<file path="config.mk">
export PLATFORM = sky130hd
export DESIGN_NAME = uri_percent_unescape_unit
export DESIGN_NICKNAME = d
export VERILOG_FILES = /design/src/rtl/upu_pkg.sv /design/src/rtl/upu_front.sv /design/src/rtl/upu_queue.sv /design/src/rtl/upu_back.sv /design/src/rtl/uri_percent_unescape_unit.sv
export SDC_FILE = /design/constraint.sdc
export NUM_CORES = 1
export LEC_CHECK = 0
export BUFFER_PORTS_ARGS = -buffer_cell sky130_fd_sc_hd__buf_4
export CORE_MARGIN = 1.5
export CORE_UTILIZATION = 37
export CTS_CLUSTER_DIAMETER = 60
export CTS_CLUSTER_SIZE = 28
export DETAILED_ROUTE_END_ITERATION = 12
export PLACE_DENSITY_LB_ADDON = 0.08
export SETUP_SLACK_MARGIN = 0.02
export SLEW_MARGIN = 20
export SYNTH_ARGS = -nofsm -noshare
export SYNTH_HDL_FRONTEND = slang
export SYNTH_SLANG_ARGS = --single-unit
</file>
<file path="constraint.sdc">
create_clock -name clock -period 10.05 [get_ports clock]
set_clock_uncertainty 0.1 [all_clocks]
set_input_delay 0 -clock clock [delete_from_list [all_inputs] [get_ports clock]]
set_output_delay 0 -clock clock [all_outputs]
set_load 0.02 [all_outputs]
</file>
<file path="src/rtl/upu_pkg.sv">
// Shared types, codes and constants for the URI percent unescape unit.
package upu_pkg;

   localparam logic [7:0] PCT_CHAR  = 8'h25;
   localparam logic [7:0] ASCII_MAX = 8'h7F;

   localparam int QUEUE_DEPTH = 4;
   localparam int QPTR_W      = $clog2(QUEUE_DEPTH);
   localparam int QCNT_W      = $clog2(QUEUE_DEPTH + 1);

   localparam int CSR_ADDR_W = 4;

   typedef enum logic [1:0] {
      REG_FORBID_ASCII = 2'd0,
      REG_ILLEGAL_A    = 2'd1,
      REG_ILLEGAL_B    = 2'd2
   } reg_index_type;

   typedef enum logic [2:0] {
      ST_OK        = 3'd0,
      ST_BAD_HEX   = 3'd1,
      ST_ESC_ASCII = 3'd2,
      ST_ILLEGAL   = 3'd3,
      ST_TRUNC     = 3'd4,
      ST_BAD_UTF8  = 3'd5
   } status_type;

   // continuation byte range for the byte right after a lead byte
   typedef enum logic [2:0] {
      RC_ANY   = 3'd0,  // 80-BF
      RC_A0_BF = 3'd1,
      RC_80_9F = 3'd2,
      RC_90_BF = 3'd3,
      RC_80_8F = 3'd4
   } range_class_type;

   typedef enum logic [2:0] {
      PH_IDLE = 3'b001,
      PH_HIGH = 3'b010,
      PH_LOW  = 3'b100
   } phase_type;

   // one classified input beat
   typedef struct packed {
      logic [7:0] raw;
      logic       last;
      logic       is_pct;
      logic       hex_ok;
      logic [3:0] hex_val;
   } class_type;

   typedef struct packed {
      logic       forbid_ascii;
      logic [7:0] illegal_a;
      logic [7:0] illegal_b;
   } cfg_type;

endpackage

</file>
<file path="src/rtl/upu_front.sv">
// Front end: classifies each raw byte (percent sign, hex digit and its value).
module upu_front (
   input  logic              req_valid,
   input  logic [7:0]        req_in_byte,
   input  logic              req_is_last,
   input  logic              queue_full,
   output logic              req_stall,
   output logic              push,
   output upu_pkg::class_type push_data
);
   import upu_pkg::*;

   logic       hex_ok;
   logic [3:0] hex_val;

   always_comb begin
      hex_ok  = 1'b1;
      hex_val = 4'd0;
      if (req_in_byte >= 8'h30 && req_in_byte <= 8'h39) begin
         hex_val = req_in_byte[3:0];
      end else if ((req_in_byte >= 8'h41 && req_in_byte <= 8'h46) ||
                   (req_in_byte >= 8'h61 && req_in_byte <= 8'h66)) begin
         hex_val = req_in_byte[3:0] + 4'd9;
      end else begin
         hex_ok = 1'b0;
      end
   end

   assign req_stall = queue_full;
   assign push      = req_valid && !queue_full;

   assign push_data.raw     = req_in_byte;
   assign push_data.last    = req_is_last;
   assign push_data.is_pct  = (req_in_byte == PCT_CHAR);
   assign push_data.hex_ok  = hex_ok;
   assign push_data.hex_val = hex_val;

endmodule

</file>
<file path="src/rtl/upu_queue.sv">
// Small flop queue of classified beats between front and back.
module upu_queue (
   input  logic               clock,
   input  logic               reset,
   input  logic               push,
   input  upu_pkg::class_type push_data,
   input  logic               pop,
   output upu_pkg::class_type pop_data,
   output logic               not_empty,
   output logic               full
);
   import upu_pkg::*;

   class_type          entry_ff [QUEUE_DEPTH];
   logic [QPTR_W-1:0]  wr_ptr_ff, wr_ptr_in;
   logic [QPTR_W-1:0]  rd_ptr_ff, rd_ptr_in;
   logic [QCNT_W-1:0]  count_ff,  count_in;

   assign not_empty = (count_ff != '0);
   assign full      = (count_ff == QCNT_W'(QUEUE_DEPTH));
   assign pop_data  = entry_ff[rd_ptr_ff];

   always_comb begin
      wr_ptr_in = push ? wr_ptr_ff + 1'b1 : wr_ptr_ff;
      rd_ptr_in = pop  ? rd_ptr_ff + 1'b1 : rd_ptr_ff;
      count_in  = count_ff;
      if (push && !pop) begin
         count_in = count_ff + 1'b1;
      end else if (pop && !push) begin
         count_in = count_ff - 1'b1;
      end
   end

   always_ff @(posedge clock) begin
      if (reset) begin
         wr_ptr_ff <= '0;
         rd_ptr_ff <= '0;
         count_ff  <= '0;
      end else begin
         wr_ptr_ff <= wr_ptr_in;
         rd_ptr_ff <= rd_ptr_in;
         count_ff  <= count_in;
      end
   end

   always_ff @(posedge clock) begin
      if (push) begin
         entry_ff[wr_ptr_ff] <= push_data;
      end
   end

endmodule

</file>
<file path="src/rtl/upu_back.sv">
// Back end: escape decode, UTF-8 check, end status and the result register.
module upu_back (
   input  logic               clock,
   input  logic               reset,
   input  upu_pkg::cfg_type   cfg,
   input  logic               not_empty,
   input  upu_pkg::class_type item,
   output logic               pop,
   output logic               rsp_valid,
   input  logic               rsp_stall,
   output logic [7:0]         rsp_out_byte,
   output logic               rsp_out_valid,
   output logic               rsp_end_mark,
   output logic [2:0]         rsp_status
);
   import upu_pkg::*;

   phase_type       phase_ff,  phase_in;
   logic [3:0]      nibble_ff, nibble_in;
   status_type      esc_ff,    esc_in;
   logic [1:0]      pend_ff,   pend_in;
   range_class_type rc_ff,     rc_in;
   logic            uerr_ff,   uerr_in;
   logic            zero_ff,   zero_in;

   logic            rsp_valid_ff;
   logic [7:0]      out_byte_ff;
   logic            out_valid_ff, end_mark_ff;
   status_type      status_ff;

   logic [7:0]      ob, code, lo, hi;
   logic            ov;
   status_type      st;

   assign pop = not_empty && (!rsp_valid_ff || !rsp_stall);

   always_comb begin
      phase_in  = phase_ff;
      nibble_in = nibble_ff;
      esc_in    = esc_ff;
      pend_in   = pend_ff;
      rc_in     = rc_ff;
      uerr_in   = uerr_ff;
      zero_in   = zero_ff;
      ob        = 8'd0;
      ov        = 1'b0;
      st        = ST_OK;
      code      = {nibble_ff, item.hex_val};
      lo        = 8'h80;
      hi        = 8'hBF;

      if (esc_ff == ST_OK) begin
         unique case (phase_ff)
            PH_IDLE: begin
               if (item.is_pct) begin
                  phase_in = PH_HIGH;
                  if (item.last) esc_in = ST_TRUNC;
               end else begin
                  ob = item.raw;
                  ov = 1'b1;
               end
            end
            PH_HIGH: begin
               if (item.last) begin
                  esc_in = ST_TRUNC;
               end else if (!item.hex_ok) begin
                  esc_in = ST_BAD_HEX;
               end else begin
                  nibble_in = item.hex_val;
                  phase_in  = PH_LOW;
               end
            end
            PH_LOW: begin
               phase_in = PH_IDLE;
               if (!item.hex_ok || code == 8'd0) begin
                  esc_in = ST_BAD_HEX;
               end else if (cfg.forbid_ascii && code <= ASCII_MAX) begin
                  esc_in = ST_ESC_ASCII;
               end else if ((cfg.illegal_a != 8'd0 && code == cfg.illegal_a) ||
                            (cfg.illegal_b != 8'd0 && code == cfg.illegal_b)) begin
                  esc_in = ST_ILLEGAL;
               end else begin
                  ob = code;
                  ov = 1'b1;
               end
            end
            default: phase_in = PH_IDLE;
         endcase
      end

      // strict UTF-8 on the decoded byte
      if (ov && !uerr_ff && !zero_ff) begin
         if (pend_ff != 2'd0) begin
            case (rc_ff)
               RC_A0_BF: lo = 8'hA0;
               RC_80_9F: hi = 8'h9F;
               RC_90_BF: lo = 8'h90;
               RC_80_8F: hi = 8'h8F;
               default:  ;
            endcase
            if (ob < lo || ob > hi) begin
               uerr_in = 1'b1;
            end else begin
               rc_in   = RC_ANY;
               pend_in = pend_ff - 2'd1;
            end
         end else if (ob == 8'd0) begin
            zero_in = 1'b1;
         end else if (ob <= ASCII_MAX) begin
            // plain ASCII
         end else if (ob >= 8'hC2 && ob <= 8'hDF) begin
            pend_in = 2'd1; rc_in = RC_ANY;
         end else if (ob == 8'hE0) begin
            pend_in = 2'd2; rc_in = RC_A0_BF;
         end else if (ob == 8'hED) begin
            pend_in = 2'd2; rc_in = RC_80_9F;
         end else if (ob >= 8'hE1 && ob <= 8'hEF) begin
            pend_in = 2'd2; rc_in = RC_ANY;
         end else if (ob == 8'hF0) begin
            pend_in = 2'd3; rc_in = RC_90_BF;
         end else if (ob == 8'hF4) begin
            pend_in = 2'd3; rc_in = RC_80_8F;
         end else if (ob >= 8'hF1 && ob <= 8'hF3) begin
            pend_in = 2'd3; rc_in = RC_ANY;
         end else begin
            uerr_in = 1'b1;
         end
      end

      if (item.last) begin
         if (esc_in != ST_OK) begin
            st = esc_in;
         end else if (uerr_in || (!zero_in && pend_in != 2'd0)) begin
            st = ST_BAD_UTF8;
         end
         phase_in  = PH_IDLE;
         nibble_in = 4'd0;
         esc_in    = ST_OK;
         pend_in   = 2'd0;
         rc_in     = RC_ANY;
         uerr_in   = 1'b0;
         zero_in   = 1'b0;
      end
   end

   always_ff @(posedge clock) begin
      if (reset) begin
         phase_ff     <= PH_IDLE;
         nibble_ff    <= 4'd0;
         esc_ff       <= ST_OK;
         pend_ff      <= 2'd0;
         rc_ff        <= RC_ANY;
         uerr_ff      <= 1'b0;
         zero_ff      <= 1'b0;
         rsp_valid_ff <= 1'b0;
      end else begin
         if (pop) begin
            phase_ff  <= phase_in;
            nibble_ff <= nibble_in;
            esc_ff    <= esc_in;
            pend_ff   <= pend_in;
            rc_ff     <= rc_in;
            uerr_ff   <= uerr_in;
            zero_ff   <= zero_in;
         end
         if (pop) begin
            rsp_valid_ff <= 1'b1;
         end else if (!rsp_stall) begin
            rsp_valid_ff <= 1'b0;
         end
      end
   end

   always_ff @(posedge clock) begin
      if (pop) begin
         out_byte_ff  <= ob;
         out_valid_ff <= ov;
         end_mark_ff  <= item.last;
         status_ff    <= st;
      end
   end

   assign rsp_valid     = rsp_valid_ff;
   assign rsp_out_byte  = out_byte_ff;
   assign rsp_out_valid = out_valid_ff;
   assign rsp_end_mark  = end_mark_ff;
   assign rsp_status    = status_ff;

endmodule

</file>
<file path="src/rtl/uri_percent_unescape_unit.sv">
// Top level of the URI percent unescape unit: CSRs, front, queue and back.
//
//   channel | direction | beat contents                        | handshake
//   --------+-----------+--------------------------------------+------------------
//   req     | in        | in_byte, is_last                     | req_valid/stall
//   rsp     | out       | out_byte, out_valid, end_mark, status| rsp_valid/stall
//   csr     | in/out    | 3 regs at byte offsets 0, 4, 8       | APB, pready = 1
//
// One byte per cycle sustained while rsp_stall is low; the back end's per-byte
// state update sets that rate. A request beat lands in the 4-entry queue when
// accepted; the back end pops it and writes its result into the result register,
// which drives rsp, and the result beat is taken when rsp_valid is high and rsp_stall low.
// Synchronous active-high reset clears the queue, the decode state, the result
// valid flag and the CSRs. rsp_stall holds the result register; the queue keeps
// taking beats until it fills, then req_stall rises.
module uri_percent_unescape_unit (
   input  logic                           clock,
   input  logic                           reset,
   // request channel
   input  logic                           req_valid,
   output logic                           req_stall,
   input  logic [7:0]                     req_in_byte,
   input  logic                           req_is_last,
   // result channel
   output logic                           rsp_valid,
   input  logic                           rsp_stall,
   output logic [7:0]                     rsp_out_byte,
   output logic                           rsp_out_valid,
   output logic                           rsp_end_mark,
   output logic [2:0]                     rsp_status,
   // configuration port
   input  logic                           psel,
   input  logic                           penable,
   input  logic                           pwrite,
   input  logic [upu_pkg::CSR_ADDR_W-1:0] paddr,
   input  logic [31:0]                    pwdata,
   output logic [31:0]                    prdata,
   output logic                           pready
);
   import upu_pkg::*;

   cfg_type       cfg_ff;
   reg_index_type reg_idx;
   logic          csr_write;

   logic          queue_full, queue_not_empty;
   logic          push, pop;
   class_type     push_data, pop_data;

   // CSR block; word index from the byte address
   assign pready    = 1'b1;
   assign reg_idx   = reg_index_type'(paddr[3:2]);
   assign csr_write = psel && penable && pwrite;

   always_ff @(posedge clock) begin
      if (reset) begin
         cfg_ff <= '0;
      end else if (csr_write) begin
         unique case (reg_idx)
            REG_FORBID_ASCII: cfg_ff.forbid_ascii <= pwdata[0];
            REG_ILLEGAL_A:    cfg_ff.illegal_a    <= pwdata[7:0];
            REG_ILLEGAL_B:    cfg_ff.illegal_b    <= pwdata[7:0];
            default:          ;
         endcase
      end
   end

   always_comb begin
      prdata = 32'd0;
      unique case (reg_idx)
         REG_FORBID_ASCII: prdata = {31'd0, cfg_ff.forbid_ascii};
         REG_ILLEGAL_A:    prdata = {24'd0, cfg_ff.illegal_a};
         REG_ILLEGAL_B:    prdata = {24'd0, cfg_ff.illegal_b};
         default:          prdata = 32'd0;
      endcase
   end

   // front: classify each byte on the way in
   upu_front u_front (
      .req_valid   (req_valid),
      .req_in_byte (req_in_byte),
      .req_is_last (req_is_last),
      .queue_full  (queue_full),
      .req_stall   (req_stall),
      .push        (push),
      .push_data   (push_data)
   );

   // decouples request accept from result stalls
   upu_queue u_queue (
      .clock     (clock),
      .reset     (reset),
      .push      (push),
      .push_data (push_data),
      .pop       (pop),
      .pop_data  (pop_data),
      .not_empty (queue_not_empty),
      .full      (queue_full)
   );

   // back: stream state, status and result register
   upu_back u_back (
      .clock         (clock),
      .reset         (reset),
      .cfg           (cfg_ff),
      .not_empty     (queue_not_empty),
      .item          (pop_data),
      .pop           (pop),
      .rsp_valid     (rsp_valid),
      .rsp_stall     (rsp_stall),
      .rsp_out_byte  (rsp_out_byte),
      .rsp_out_valid (rsp_out_valid),
      .rsp_end_mark  (rsp_end_mark),
      .rsp_status    (rsp_status)
   );

endmodule

</file>
==> results of run 1 <==
-- worst min-delay path: cells and delay by family --
family / cells / cell delay, ps
simple gates: 2 / 230
buf+inv: 1 / 100
xor+xnor: 1 / 160
-- timing repair --
item / CTS / global route
setup endpoints to repair: 0 / 0
endpoints found under the hold margin: 79 / 0
hold buffers: 27 / 0
-- registers in the layout (all words and copies together) (netlist names), 3 cells and up, named ones only --
signal and cells:
u_back.rsp_status 3, u_back.esc_ff 3, u_queue.count_ff 3, u_back.rc_ff 3
u_back.nibble_ff 4, cfg_ff 17, u_back.rsp_out_byte 8, u_back.phase_ff 3
u_queue.entry_ff 60
-- path summary, 6_finish.rpt --
check	to	slack, ps	depth (start not counted)
worst max register to register	u_back.rsp_status[0]	4990	17
worst min register to register	u_back.rsp_valid	380	2
worst max-delay path	u_back.rsp_status[0]	4990	17
worst min-delay path	u_queue.wr_ptr_ff[0]	20	4
-- metal layers --
layer  global-route usage, %  up-vias  part of all wire [%]
met1                    20.8     2010                    47
li1                        -     1998                     -
met2                    28.1      108                    48
met5                       0        -                     0
met4                    6.93        0                   1.5
met3                    4.79       16                   4.0
-- metrics by stage --
stage	utilization [%]	hold slack, ps	cells	cell area [um^2]
after floorplan	-	-1.13	530	6000
after global placement	40.5	103	753	6380
after detailed placement	40.5	108	753	6380
after CTS	46.1	10.9	812	7270
after global routing	46.1	63.3	812	7270
final	46.1	18.9	812	7270
-- final cells by class --
cell class | instances | area share, %
Clock buffer | 23 | 6.30
Clock inverter | 9 | 2.10
Inverter | 18 | 0.930
Multi-Input combinational cell | 350 | 35.6
Sequential cell | 117 | 42.3
Tap cell | 216 | 3.72
Timing Repair Buffer | 79 | 9.09
-- power groups by stage --
stage / registers (W) / logic (W) / clock network [W]
5_1_grt: 0.000634 / 0.000678 / 0.000662
6_report: 0.000626 / 0.000614 / 0.000627
4_1_cts: 0.000627 / 0.000616 / 0.000639
3_5_place_dp: 0.000637 / 0.000606 / 0
2_1_floorplan: 0.000668 / 0.000404 / 0
3_3_place_gp: 0.000633 / 0.000603 / 0
-- cell families (layout without fill, tap and decap cells) --
logic type,after synthesis,count (layout),share of synthesized area [%]
AO/OA/AOI/OAI,93,93,11.6
XOR/XNOR,23,23,3.41
adder cells (fa/ha/maj),13,13,2.88
buffers and inverters,63,129,5.80
flip-flops,117,117,52.0
multiplexers,39,39,9.67
other,2,25,0.127
AND/OR/NAND/NOR,157,157,14.5
-- synthesized netlist by cell type (5+ instances only) --
cell type,count,area [um^2]
a21oi_1,16,80.1
a22o_1,8,70.1
a22oi_1,8,60.1
a31oi_1,9,56.3
and2_1,12,75.1
and3_1,5,31.3
buf_4,25,188
clkbuf_1,11,41.3
dfxtp_1,44,881
edfxtp_1,73,2190
ha_1,12,150
inv_1,15,56.3
mux2i_1,23,230
mux4_2,14,315
nand2_1,15,56.3
nand2b_1,8,50.1
nand3_1,7,35.0
nor2_1,54,203
nor2b_1,6,37.5
nor3_1,12,60.1
nor3b_1,8,60.1
nor4_1,8,50.1
o21ai_0,12,60.1
o21ai_1,5,25.0
xnor2_1,11,96.3
xor2_1,12,105
==> results by group, run 1 <==
Final layout
  • Reg area: 3070 um^2
  • # nets final: 648
  • Commonest non-fill, non-tap cell in the layout: edfxtp_1
  • Ant diodes: 0
  • Area Growth Syn to Fin: 22.9%
  • Layout cells sized above 1: 19.0%
  • # fillers: 1464
  • Multi-input gate area: 2580 um^2
  • Commonest non-fill, non-tap cells in the layout: 73 x edfxtp_1, 54 x nor2_1, 52 x buf_4

Setup path
  • Critical Path Start Type: flip-flop
  • WP data required: 10080 ps
  • Crit Path Max Fanout: 16
  • CP Capture Type: flip-flop
  • Slowest Stage Delay on Critical Path: 680 ps
  • Largest delay share family, worst path: compound AO/OA/AOI/OAI gates
  • WP buf/inv: 2
  • Worst setup path class: flip-flop to flip-flop
  • CP Data Arrival Time: 5090 ps
  • Cell Chain, Critical Path: buf_4, mux4_2, nor3_2, a31oi_2, inv_2, nor3_4, a32oi_1, nor2_1, ha_1, and4_1, a31oi_1, o41ai_2, a21oi_1, o21a_1, o32a_1, o21ai_1, a21oi_1
  • Crit path max-delay cell type: mux4_2
  • Most frequent CP cell: a21oi_1

Yosys
  • Cells after Synth: 507
  • Post-Synthesis Cell Area: 5910 um^2
  • Number of synthesized register bits: 117
  • Async SR Flop Fraction: 0%
  • Main synth FF type: edfxtp_1
  • Avg Cell Area, Syn: 11.7 um^2
  • Sequential share of the synthesized area: 52.0%
  • Netlist cell types: 73
  • Yosys warning count: 0
  • Number of synthesized flops with an enable pin: 73

Min path
  • Hold crit path type: input port to flip-flop
  • Hold path start: req_valid

Timing
  • Fin crit period: 5060 ps
  • Post-route clock period utilization: 50.4%
  • Post-route setup TNS: 0 ps
  • Fmax: 0.197 GHz
  • Slew headroom: 41.9%
  • Smallest setup slack after layout: 4990 ps
  • Final Hold Vio Count: 0
  • Slew Limit Fails: 0
  • RSZ-0062 raised after global routing: false
  • Least-Margin Pin Slew: 866 ps
  • Final setup vio count: 0

Clock tree
  • H-tree depth: 4
  • Clock tree buffer depth: 2
  • CTS Root Cell: clkbuf_16
  • Post-CTS Setup Inserts: 0
  • Reg clk slew, reported paths: 50 ps
  • TritonCTS clock tree: done
  • Worst skew pair latency: 420 ps
  • Cts bufs inserted: 17
  • Cts repair resizes: 0
  • CTS sink count: 117

Floorplan
  • Chip Width: 129 um
  • Ports: 100
  • Full die area: 16700 um^2
  • Placement Rows: 46
  • CORE AREA: 15800 um^2
  • Die Y: 129 um
  • Starting density of the core: 37.5%

Placed design
  • Port bufs: 48
  • Post-DP HPWL: 9.06 mm
  • Place WS: 5040 ps
  • Gpl congestion: 0.797

Route
  • Antenna viol nets, final: 0
  • Total wire length: 13.2 mm
  • Vias per cell: 5.09
  • DRT iter0 DRCs: 177
  • Post-route DRC violation count: 0
  • Pre-antenna DRT Iters: 4
  • Wire per inst: 16.2 um
  • Total number of vias: 4132

Power and ir drop
  • Leakage: 2.75 nW
  • Pwr dens: 257 nW/um^2
  • NetSw: 0.000622 W
  • Max VDD drop: 0.000127 V
  • Net Sw Frac: 33.3%
  • Combinational share of power: 32.9%
  • Clock power frac: 33.6%
  • Pint: 0.00125 W
  • Reg power frac: 33.5%
  • Total power: 0.00187 W

Global route
  • Grt ovf: 0
  • Vias in the first global route: 4090
  • All-Layer GR Usage: 16.9%
  • First-pass GRT wire length: 21.1 mm
  • Antenna violations before repair: 0
  • Largest net degree at the start of global routing: 42

Outcome
  • Status: completed

Job
  • Max_cap viols: 0
Power figures use the tool's default switching activity.
==> run 2, diff against run 1 <==
- clock period: 10.05 -> 4.8 ns (I/O delays scaled with it)
==> results by group, run 2 (synthesis gave the netlist of run 1 again) <==
Power and ir drop
  • Max VDD drop: 0.000325 V (+160%)
  • Pwr dens: 534 nW/um^2 (+110%)
  • Leakage: 2.82 nW (+2.4%)

Min path
  • Hold crit path type: input port to flip-flop

Global route
  • All-Layer GR Usage: 17.1% (+0.20 points)
  • Grt ovf: 0 (unchanged)
  • Largest net degree at the start of global routing: 42 (unchanged)
  • Antenna violations before repair: 0 (unchanged)
  • Vias in the first global route: 4050 (-0.98%)
  • First-pass GRT wire length: 21.6 mm (+2.5%)

Clock tree
  • Worst skew pair latency: 410 ps (about the same)
  • Clock tree buffer depth: 2 (unchanged)
  • CTS sink count: 117 (unchanged)
  • Reg clk slew, reported paths: 60 ps (about the same)
  • CTS Root Cell: clkbuf_16
  • TritonCTS clock tree: done
  • Cts bufs inserted: 17 (unchanged)
  • H-tree depth: 4 (unchanged)

Setup path
  • Reg2Reg Depth: 16 (-1)
  • Critical Path Sink: u_back.rsp_status[2]
  • WP data required: 4860 ps (-5220 ps)
  • CP Capture Type: flip-flop
  • Crit Path Max Fanout: 6 (-10)
  • Most frequent CP cell: a21oi_1
  • R2r endpoint: u_back.rsp_status[2]
  • Worst setup path class: flip-flop to flip-flop
  • Critical Path Start Type: flip-flop
  • Cell Chain, Critical Path: mux4_2, xnor2_1, nand4_1, nor4_4, nor3_4, a32oi_1, nor2_1, ha_1, and4_1, a31oi_1, o41ai_2, a21oi_1, o21a_1, o32a_1, o21ai_1, a21oi_1
  • Crit path max-delay cell type: mux4_2
  • Worst R2R Setup Slack: 290 ps (-4690 ps)
  • CP Data Arrival Time: 4570 ps (-520 ps)
  • Slowest Stage Delay on Critical Path: 630 ps (-50 ps)

Timing
  • RSZ-0062 raised after global routing: false
  • Slew headroom: 43.9% (+2.1 points)
  • Slew Limit Fails: 0 (unchanged)
  • Fin crit period: 4510 ps (-555 ps)
  • Smallest setup slack after layout: 292 ps (-4690 ps)
  • Post-route setup TNS: 0 ps (unchanged)
  • Final Hold Vio Count: 0 (unchanged)
  • Fmax: 0.222 GHz (+12%)
  • Least-Margin Pin Slew: 841 ps (-25.0 ps)
  • Final setup vio count: 0 (unchanged)
  • Post-route clock period utilization: 93.9% (+44 points)

Floorplan
  • Ports: 100 (unchanged)
  • Placement Rows: 46 (unchanged)
  • Die Y: 129 um (unchanged)
  • Chip Width: 129 um (unchanged)
  • Starting density of the core: 37.5% (unchanged)
  • CORE AREA: 15800 um^2 (unchanged)
  • Full die area: 16700 um^2 (unchanged)

Final layout
  • # fillers: 1451 (-0.89%)
  • Commonest non-fill, non-tap cell in the layout: edfxtp_1
  • Largest Register: u_queue.entry_ff
  • Commonest non-fill, non-tap cells in the layout: 73 x edfxtp_1, 63 x buf_4, 54 x nor2_1
  • # nets final: 660 (+1.9%)
  • Ant diodes: 0 (unchanged)
  • Largest register FFs: 60 (unchanged)
  • Area Growth Syn to Fin: 24.1%
  • Layout cells sized above 1: 21.3% (+2.3 points)

Placed design
  • Gpl congestion: 0.825 (+3.5%)
  • Place WS: 176 ps (-4870 ps)
  • Post-DP HPWL: 9.19 mm (+1.4%)
  • Port bufs: 48 (unchanged)

Job
  • Max_cap viols: 0 (unchanged)

Route
  • Vias per cell: 4.98 (-2.2%)
  • Antenna viol nets, final: 0 (unchanged)
  • Total wire length: 13.4 mm (+1.2%)
  • DRT iter0 DRCs: 211 (+19%)
  • Pre-antenna DRT Iters: 4 (unchanged)
  • Post-route DRC violation count: 0 (unchanged)
  • Wire per inst: 16.2 um (-0.12%)
  • Total number of vias: 4095 (-0.90%)

Outcome
  • Status: completed
==> run 2: area by class of cell <==
| cell class | instances | area [um^2] | area share (%) |
|---|---|---|---|
| inverters | 18 | 67.6 | 0.921 |
| multi-input cells | 350 | 2580 | 35.2 |
| clock inverters | 13 | 159 | 2.17 |
| repair buffers | 91 | 753 | 10.3 |
| clock buffers | 18 | 429 | 5.85 |
| well taps | 216 | 270 | 3.68 |
| flip-flops and latches | 117 | 3070 | 41.9 |
==> run 2: per-layer routing <==
layer | GRT usage, % | part of all wire, %
met5 | 0 | 0
met4 | 5.36 | 1.1
met3 | 4.87 | 3.9
met2 | 27.5 | 47
met1 | 22.6 | 48
==> run 2: worst max-delay path: cells and delay by family, from the launching register on <==
kind / cells / cell delay, ps
muxes: 1 / 630
xor gates and xnor gates: 1 / 170
adders and majority gates: 1 / 350
AOI/OAI and AO/OA: 8 / 1690
and+or+nand+nor: 5 / 870
DFF: 1 / 450
==> run 2: worst min path at each step <==
stage | startpoint | endpoint | slack [ps] | cells past startpoint
floorplan | req_in_byte[3] | u_queue.entry_ff[0][10] | -1 | 0
global placement | req_is_last | u_queue.entry_ff[1][6] | 100 | 1
detailed placement | req_is_last | u_queue.entry_ff[3][6] | 110 | 1
CTS | req_valid | u_queue.wr_ptr_ff[0] | 30 | 4
global route | req_valid | u_queue.wr_ptr_ff[0] | 80 | 4
finish | req_valid | u_queue.wr_ptr_ff[0] | 40 | 4
==> run 2: timing repair <==
item | in CTS | in global routing
hold buffers | 28 | 0
hold endpoints to repair | 79 | 0
endpoints found under the setup margin | 0 | 4
buffers inserted | 0 | 0
gates resized for setup | 0 | 1
==> run 2: metrics by stage <==
step	util, %	instances	total power, W	hold slack, ps	cell area (um^2)
after global routing	46.5	823	0.00414	78.8	7340
after CTS	46.5	823	0.00395	33.1	7340
final	46.5	823	0.00392	36.4	7340
after detailed placement	41.0	764	0.00266	109	6470
after global placement	41.0	764	0.00265	103	6470
after floorplan	-	530	0.00224	-1.13	6000
==> run 2: report_power, final <==
| part | internal, W | leakage [nW] | switching (W) | total [W] |
|---|---|---|---|---|
| combinational | 0.000518 | 1.49 | 0.000808 | 0.00133 |
| clock | 0.000811 | 0.294 | 0.000454 | 0.00127 |
| sequential | 0.00125 | 1.04 | 0.0000743 | 0.00133 |
| total | 0.00258 | 2.82 | 0.00134 | 0.00392 |
